File: src/hw/rtl/imm_pkg.sv
// Shared types and constants of the integer matrix multiply unit.
// No dependencies; imported by imm_ctrl, imm_dp and the top level.
package imm_pkg;

  localparam int unsigned DATA_W    = 32;
  localparam int unsigned REG_W     = 4;
  localparam int unsigned REG_IDX_W = 2;
  localparam int unsigned OP_W      = 2;

  // operation codes; the fourth code is unused and ignored
  localparam logic [OP_W-1:0] OP_LOAD_A  = 2'd0;
  localparam logic [OP_W-1:0] OP_LOAD_B  = 2'd1;
  localparam logic [OP_W-1:0] OP_COMPUTE = 2'd2;

  // configuration register indexes
  localparam logic [REG_IDX_W-1:0] REG_A_ROWS = 2'd0;
  localparam logic [REG_IDX_W-1:0] REG_A_COLS = 2'd1;
  localparam logic [REG_IDX_W-1:0] REG_B_ROWS = 2'd2;
  localparam logic [REG_IDX_W-1:0] REG_B_COLS = 2'd3;

  // controller -> datapath
  typedef struct packed {
    logic load_a;    // write value into left store at its fill count
    logic load_b;    // write value into right store at its fill count
    logic run_init;  // compute accepted: clear fills, rewind pointers
    logic issue;     // read one A/B element pair
    logic first;     // first term of a dot product
    logic last_k;    // last term of a dot product
    logic emit;      // load the output register
    logic err;       // emitted beat is a size error
    logic last;      // emitted beat ends the run
    logic col_wrap;  // element was the last of its row
  } imm_cmd_t;

  // datapath -> controller
  typedef struct packed {
    logic acc_done;  // dot product complete in accumulator
    logic out_free;  // output register can take a beat
  } imm_stat_t;

endpackage

File: src/hw/rtl/imm_ctrl.sv
// Controller: accepts input beats and sequences the i/j/k loops of a compute
// run. Uses imm_pkg.
module imm_ctrl #(
  parameter int unsigned MAX_DIM = 8
) (
  input  logic                                clk_i,
  input  logic                                rst_ni,
  input  logic                                in_valid_i,
  input  logic [imm_pkg::OP_W-1:0]            operation_i,
  output logic                                in_stall_o,
  input  logic [$clog2(MAX_DIM+1)-1:0]        dim_m_i,
  input  logic [$clog2(MAX_DIM+1)-1:0]        dim_n_i,
  input  logic [$clog2(MAX_DIM+1)-1:0]        dim_kb_i,
  input  logic [$clog2(MAX_DIM+1)-1:0]        dim_p_i,
  input  imm_pkg::imm_stat_t                  stat_i,
  output imm_pkg::imm_cmd_t                   cmd_o
);
  import imm_pkg::*;

  localparam int unsigned DIM_W = $clog2(MAX_DIM + 1);
  localparam int unsigned CNT_W = $clog2(MAX_DIM);

  typedef enum logic [1:0] {
    ST_IDLE,
    ST_ISSUE,
    ST_WAIT,
    ST_EMIT
  } state_e;

  state_e           state_q;
  logic [CNT_W-1:0] i_q, j_q, k_q;
  logic             err_q;

  logic accept, k_last, j_last, i_last;

  assign accept = in_valid_i && !in_stall_o;
  assign k_last = DIM_W'(k_q) == (dim_n_i - DIM_W'(1));
  assign j_last = DIM_W'(j_q) == (dim_p_i - DIM_W'(1));
  assign i_last = DIM_W'(i_q) == (dim_m_i - DIM_W'(1));

  assign in_stall_o = (state_q != ST_IDLE);

  always_comb begin
    cmd_o          = '0;
    cmd_o.load_a   = accept && (operation_i == OP_LOAD_A);
    cmd_o.load_b   = accept && (operation_i == OP_LOAD_B);
    cmd_o.run_init = accept && (operation_i == OP_COMPUTE);
    cmd_o.issue    = (state_q == ST_ISSUE);
    cmd_o.first    = (k_q == '0);
    cmd_o.last_k   = k_last;
    cmd_o.emit     = (state_q == ST_EMIT) && stat_i.out_free;
    cmd_o.err      = err_q;
    cmd_o.last     = err_q || (i_last && j_last);
    cmd_o.col_wrap = j_last;
  end

  always_ff @(posedge clk_i or negedge rst_ni) begin
    if (!rst_ni) begin
      state_q <= ST_IDLE;
      i_q     <= '0;
      j_q     <= '0;
      k_q     <= '0;
      err_q   <= 1'b0;
    end else begin
      case (state_q)
        ST_IDLE: begin
          if (accept && (operation_i == OP_COMPUTE)) begin
            i_q   <= '0;
            j_q   <= '0;
            k_q   <= '0;
            err_q <= (dim_n_i != dim_kb_i);
            state_q <= (dim_n_i != dim_kb_i) ? ST_EMIT : ST_ISSUE;
          end
        end
        ST_ISSUE: begin
          if (k_last) begin
            k_q     <= '0;
            state_q <= ST_WAIT;
          end else begin
            k_q <= k_q + CNT_W'(1);
          end
        end
        ST_WAIT: begin
          if (stat_i.acc_done) begin
            state_q <= ST_EMIT;
          end
        end
        ST_EMIT: begin
          if (stat_i.out_free) begin
            if (err_q || (i_last && j_last)) begin
              state_q <= ST_IDLE;
            end else begin
              state_q <= ST_ISSUE;
              if (j_last) begin
                j_q <= '0;
                i_q <= i_q + CNT_W'(1);
              end else begin
                j_q <= j_q + CNT_W'(1);
              end
            end
          end
        end
        default: state_q <= ST_IDLE;
      endcase
    end
  end

endmodule

File: config.mk
export PLATFORM = sky130hd
export DESIGN_NAME = imm_ctrl
export DESIGN_NICKNAME = d
export VERILOG_FILES = /design/src/hw/rtl/imm_pkg.sv /design/src/hw/rtl/imm_ctrl.sv
export SDC_FILE = /design/constraint.sdc
export NUM_CORES = 1
export LEC_CHECK = 0
export BUFFER_PORTS_ARGS = -buffer_cell sky130_fd_sc_hd__clkbuf_2
export CAP_MARGIN = 15
export CORE_MARGIN = 5
export CORE_UTILIZATION = 30
export CTS_CLUSTER_SIZE = 25
export DETAILED_ROUTE_END_ITERATION = 7
export GPL_TIMING_DRIVEN = 0
export PLACE_DENSITY_LB_ADDON = 0.08
export SYNTH_ARGS = -nofsm -noshare
export SYNTH_HDL_FRONTEND = slang
export SYNTH_SLANG_ARGS = --single-unit
export TNS_END_PERCENT = 30
File: constraint.sdc
create_clock -name clk_i -period 2.8 [get_ports clk_i]
set_input_delay 0.28 -clock clk_i [delete_from_list [all_inputs] [get_ports clk_i]]
set_output_delay 0.28 -clock clk_i [all_outputs]
set_load 0.005 [all_outputs]
==> results.md <==
Status:
- The run finished with clean final reports.

Floorplanning:
- The core region is between 0.004 and 0.005 sq mm.
- The die area is 0.00551 sq mm.
- The starting density of the core is 0.310.
- The die is 74.3 um wide.
- The initialized floorplan defines 23 standard-cell rows.
- In this run the vertical extent of the chip is 74.3 um.
- The total I/O pin count is 34.

STA:
- The final number of hold-violating endpoints is 0.
- The final-report max-slew violation count is 0.
- The part of the cycle the worst path needs is 0.730.
- The worst-case headroom to the max-slew limit is 0.666.
- Setup repair after global routing left no endpoint under its margin.
- The transition time of the tightest slew-check pin is 0.497 ns.
- The count of endpoints failing setup in the final report is 0.
- The setup total negative slack is 0 ns.
- The shortest clock period the worst path allows after layout is 2.04 ns.
- Clock skew on the completed layout was measured at between 0.003 and 0.004 ns.
- The maximum clock rate is 489 MHz.
- Hold is met by 0.455 ns.

Synth:
- The largest total area in the synthesized netlist belongs to sky130_fd_sc_hd__dfrtp_1.
- The multiplexer fraction of the synthesized cell area is 0.0414.
- The most used flip-flop cell after synthesis is sky130_fd_sc_hd__dfrtp_1.
- The xor and xnor fraction of the mapped netlist area is 0.106.
- The number of enable-type register cells in the synthesized netlist is 0.
- The share of Yosys cell area claimed by the top area cell type is 0.242.
- Counting flops with an async set or reset pin after synthesis yields a share of 1.00.
- The post-synthesis register bit count is 12.
- After synthesis, the largest family of logic cells by area is simple AND/OR/NAND/NOR gates.
- Yosys mapped the design onto 46 distinct sky130hd cell types.
- The compound-cell area share of the yosys netlist is 0.194.
- The number of warning messages in the yosys log is 0.
- Of the total synthesized cell area, the portion taken by full adders, half adders and majority gates is 0.121.
- Of the total synthesized cell area, the portion taken by AND, OR, NAND and NOR gates is 0.208.
- The synthesized area divided by synthesized cell count is just over 9 sq um.
- The cell area after synthesis is approximately 0.0012 sq mm.
- The gate count of the mapped netlist is ~130.
- In the post-synthesis netlist, the biggest area contributors are sky130_fd_sc_hd__dfrtp_1 24%, sky130_fd_sc_hd__ha_1 12%, sky130_fd_sc_hd__xor2_1 7.1%, sky130_fd_sc_hd__inv_1 5.2%, sky130_fd_sc_hd__nand2_1 4.2%.
- The share of the Yosys chip area taken by registers is 0.242.
- The post-synthesis net count is 168.

Power and ir drop:
- Summing internal, switching and leakage power gives 0.00121 W.
- For this design the static power due to leakage is 0.778 nW.
- The largest vdd supply drop is 407 uV.
- Dividing total power by cell area gives a power density of just under 800 mW/mm^2.

Detailed routing:
- The total wire length is 2680 um.
- The number of detailed-routing iterations run before antenna repair is 4.
- Dividing the detail-routed via count by the number of cells gives 4.74.
- The first routing iteration left 24 violations.
- Across all layers, the routed design uses 1047 vias.
- The number of nets with antenna violations after routing is 0.
- In the routed design, unresolved DRC markers number 0.
- The average wire length per cell after detail routing is 12.1 um.

Place:
- After legalization and detailed placement, the total HPWL measured 2250 um.
- The placed instance count is 216.
- At the end of routability-driven placement, the weighted congestion stood at ~0.74.
- During placement, the flow inserted port buffers numbering 33.

Clocking:
- The TritonCTS buffer count is 3.
- The clock drives 12 sinks.
- TritonCTS built the clock tree.
- The number of levels in the clock H-tree is 1.
- The largest buffer count on any clock path is 2.
- After clock tree synthesis, the repair step resized 0 gates.
- At the later pin of the worst-skew pair, clock insertion delay measures 0.24 ns.
- The tree is rooted in a sky130_fd_sc_hd__clkbuf_8.
- Clock-pin slew was measured on the worst setup and hold paths at 0.06 ns.

Setup path:
- The worst stage delay on the critical path is between 0.4 and 0.5 ns.
- The worst register-to-register path has a depth of 7.
- The required arrival time at the worst endpoint is slightly below 3 ns.
- Walking the worst path, the cells encountered are inv_1 > ha_1 > buf_6 > nand4b_4 > a211o_4 > nor3_4 > mux2i_1.
- The slowest stage of the critical path belongs to the cell sky130_fd_sc_hd__a211o_4.
- The element type at the critical path start is a register.
- Data arrives at the worst endpoint at 2.21 ns.
- The worst setup path category is reg -> reg.
- Of all nets on the critical path, the largest fanout is 9.
- The category of the worst setup path capture point is a register.

Hold path:
- The worst hold path was traced through 3 stages.
- The path class of the tightest hold or removal check is in -> reg.

Global routing:
- The pin count of the biggest net entering global routing is 13.
- The number of antenna violations at the first check in global routing is 0.
- The first global-routing pass estimated 4490 um of wire.
- After global routing the overflow that remains totals 0.
- The via count of the first global-routing pass is 989.
- The global routing usage summed across all routing layers is 0.106.

Cells and area:
- Once layout is complete, the cells apart from fillers number 221.
- The antenna diode count is 0.
- The area growth from synthesis to layout is 23.6%.
- In the final design database the tool counted 207 nets.
- In the final layout, the share of cells above drive strength 1 is 0.333.

Run:
- Max-cap violations in this run came to 0.
## per-stage QoR
step,setup WS [ns],area [sq um],utilization
final,0.756,1530,0.383
after global routing,0.614,1530,0.383
after CTS,0.731,1530,0.383
after detailed placement,0.761,1470,0.367
after global placement,0.783,1470,0.367
after floorplan,1.00,1240,-
## routing by layer
layer  share of wire  GRT usage
met5               0          0
met4           0.010     0.0296
met1            0.46      0.139
met3           0.061     0.0270
met2            0.46      0.173
## flip-flops by register name, indices dropped and copies added (netlist names)
signal / flops
k_q: 3
state_q: 2
err_q: 1
i_q: 3
j_q: 3
## area by class of cell
cell class / count / area, sq um
fillers: 396 / 2470
multi-input cells: 98 / 831
flip-flops and latches: 12 / 300
repair buffers: 34 / 175
inverters: 18 / 70.1
well taps: 50 / 62.6
clock buffers: 4 / 55.1
plain buffers: 5 / 37.5
## layout by cell type, fill, tap and decap left out, drive strengths merged, types with 2 or more instances in the layout
cell,instances
nor3b,3
o211ai,4
nand3,2
clkbuf,38
nor2,2
and3,2
ha,12
dfrtp,12
inv,18
o21ai,8
a21oi,4
buf,4
nand2,14
nor3,5
xor2,10
xnor2,5
mux2i,4
nor2b,3
## power by group
part / total [W] / internal [W] / switching [W]
clock network: 0.000193 / 0.000124 / 0.0000689
registers: 0.000328 / 0.000246 / 0.0000824
logic: 0.000693 / 0.000328 / 0.000365
total: 0.00121 / 0.000698 / 0.000516
## kinds of logic (layout without fill, tap and decap cells)
logic type	Yosys count	after routing
and+or+nand+nor	40	40
AOI/OAI and AO/OA	26	26
buffers and inverters	23	61
xor gates and xnor gates	15	15
adders and majority gates	12	12
DFF	12	12
muxes	5	5
## worst paths after layout
kind	start	endpoint	slack, ns
max in group asynchronous	rst_ni	j_q[2]	2.09
hold / removal	in_valid_i	err_q	0.46
hold reg to reg	j_q[0]	j_q[0]	0.57
setup / recovery	state_q[0]	i_q[0]	0.76
setup reg to reg	state_q[0]	i_q[0]	0.76
min in group asynchronous	rst_ni	state_q[0]	0.47
## synth_stat cells (2+ instances only)
cell                       instances
sky130_fd_sc_hd__dfrtp_1          12
sky130_fd_sc_hd__nor2b_1           3
sky130_fd_sc_hd__nor3_1            4
sky130_fd_sc_hd__and3_1            2
sky130_fd_sc_hd__nor2_1            2
sky130_fd_sc_hd__nor3b_2           2
sky130_fd_sc_hd__o211ai_1          3
sky130_fd_sc_hd__xnor2_1           5
sky130_fd_sc_hd__mux2i_1           4
sky130_fd_sc_hd__nand3_1           2
sky130_fd_sc_hd__ha_1             12
sky130_fd_sc_hd__inv_1            17
sky130_fd_sc_hd__o21ai_1           2
sky130_fd_sc_hd__xor2_1           10
sky130_fd_sc_hd__a21oi_1           2
sky130_fd_sc_hd__nand2_1          14
sky130_fd_sc_hd__buf_4             3
sky130_fd_sc_hd__o21ai_0           6
## timing repair
item	in CTS	in global routing
endpoints found under the hold margin	12	0
hold buffers	1	0
setup buffers	0	0
## worst max-delay path: cells and delay by family (launching register included)
kind / cells / cell delay, ns
and+or+nand+nor: 2 / 0.39
adders and majority gates: 1 / 0.19
buffers and inverters: 2 / 0.32
muxes: 1 / 0.23
DFF: 1 / 0.40
AOI/OAI and AO/OA: 1 / 0.43
No activity file was read; power rests on OpenSTA's default activity.
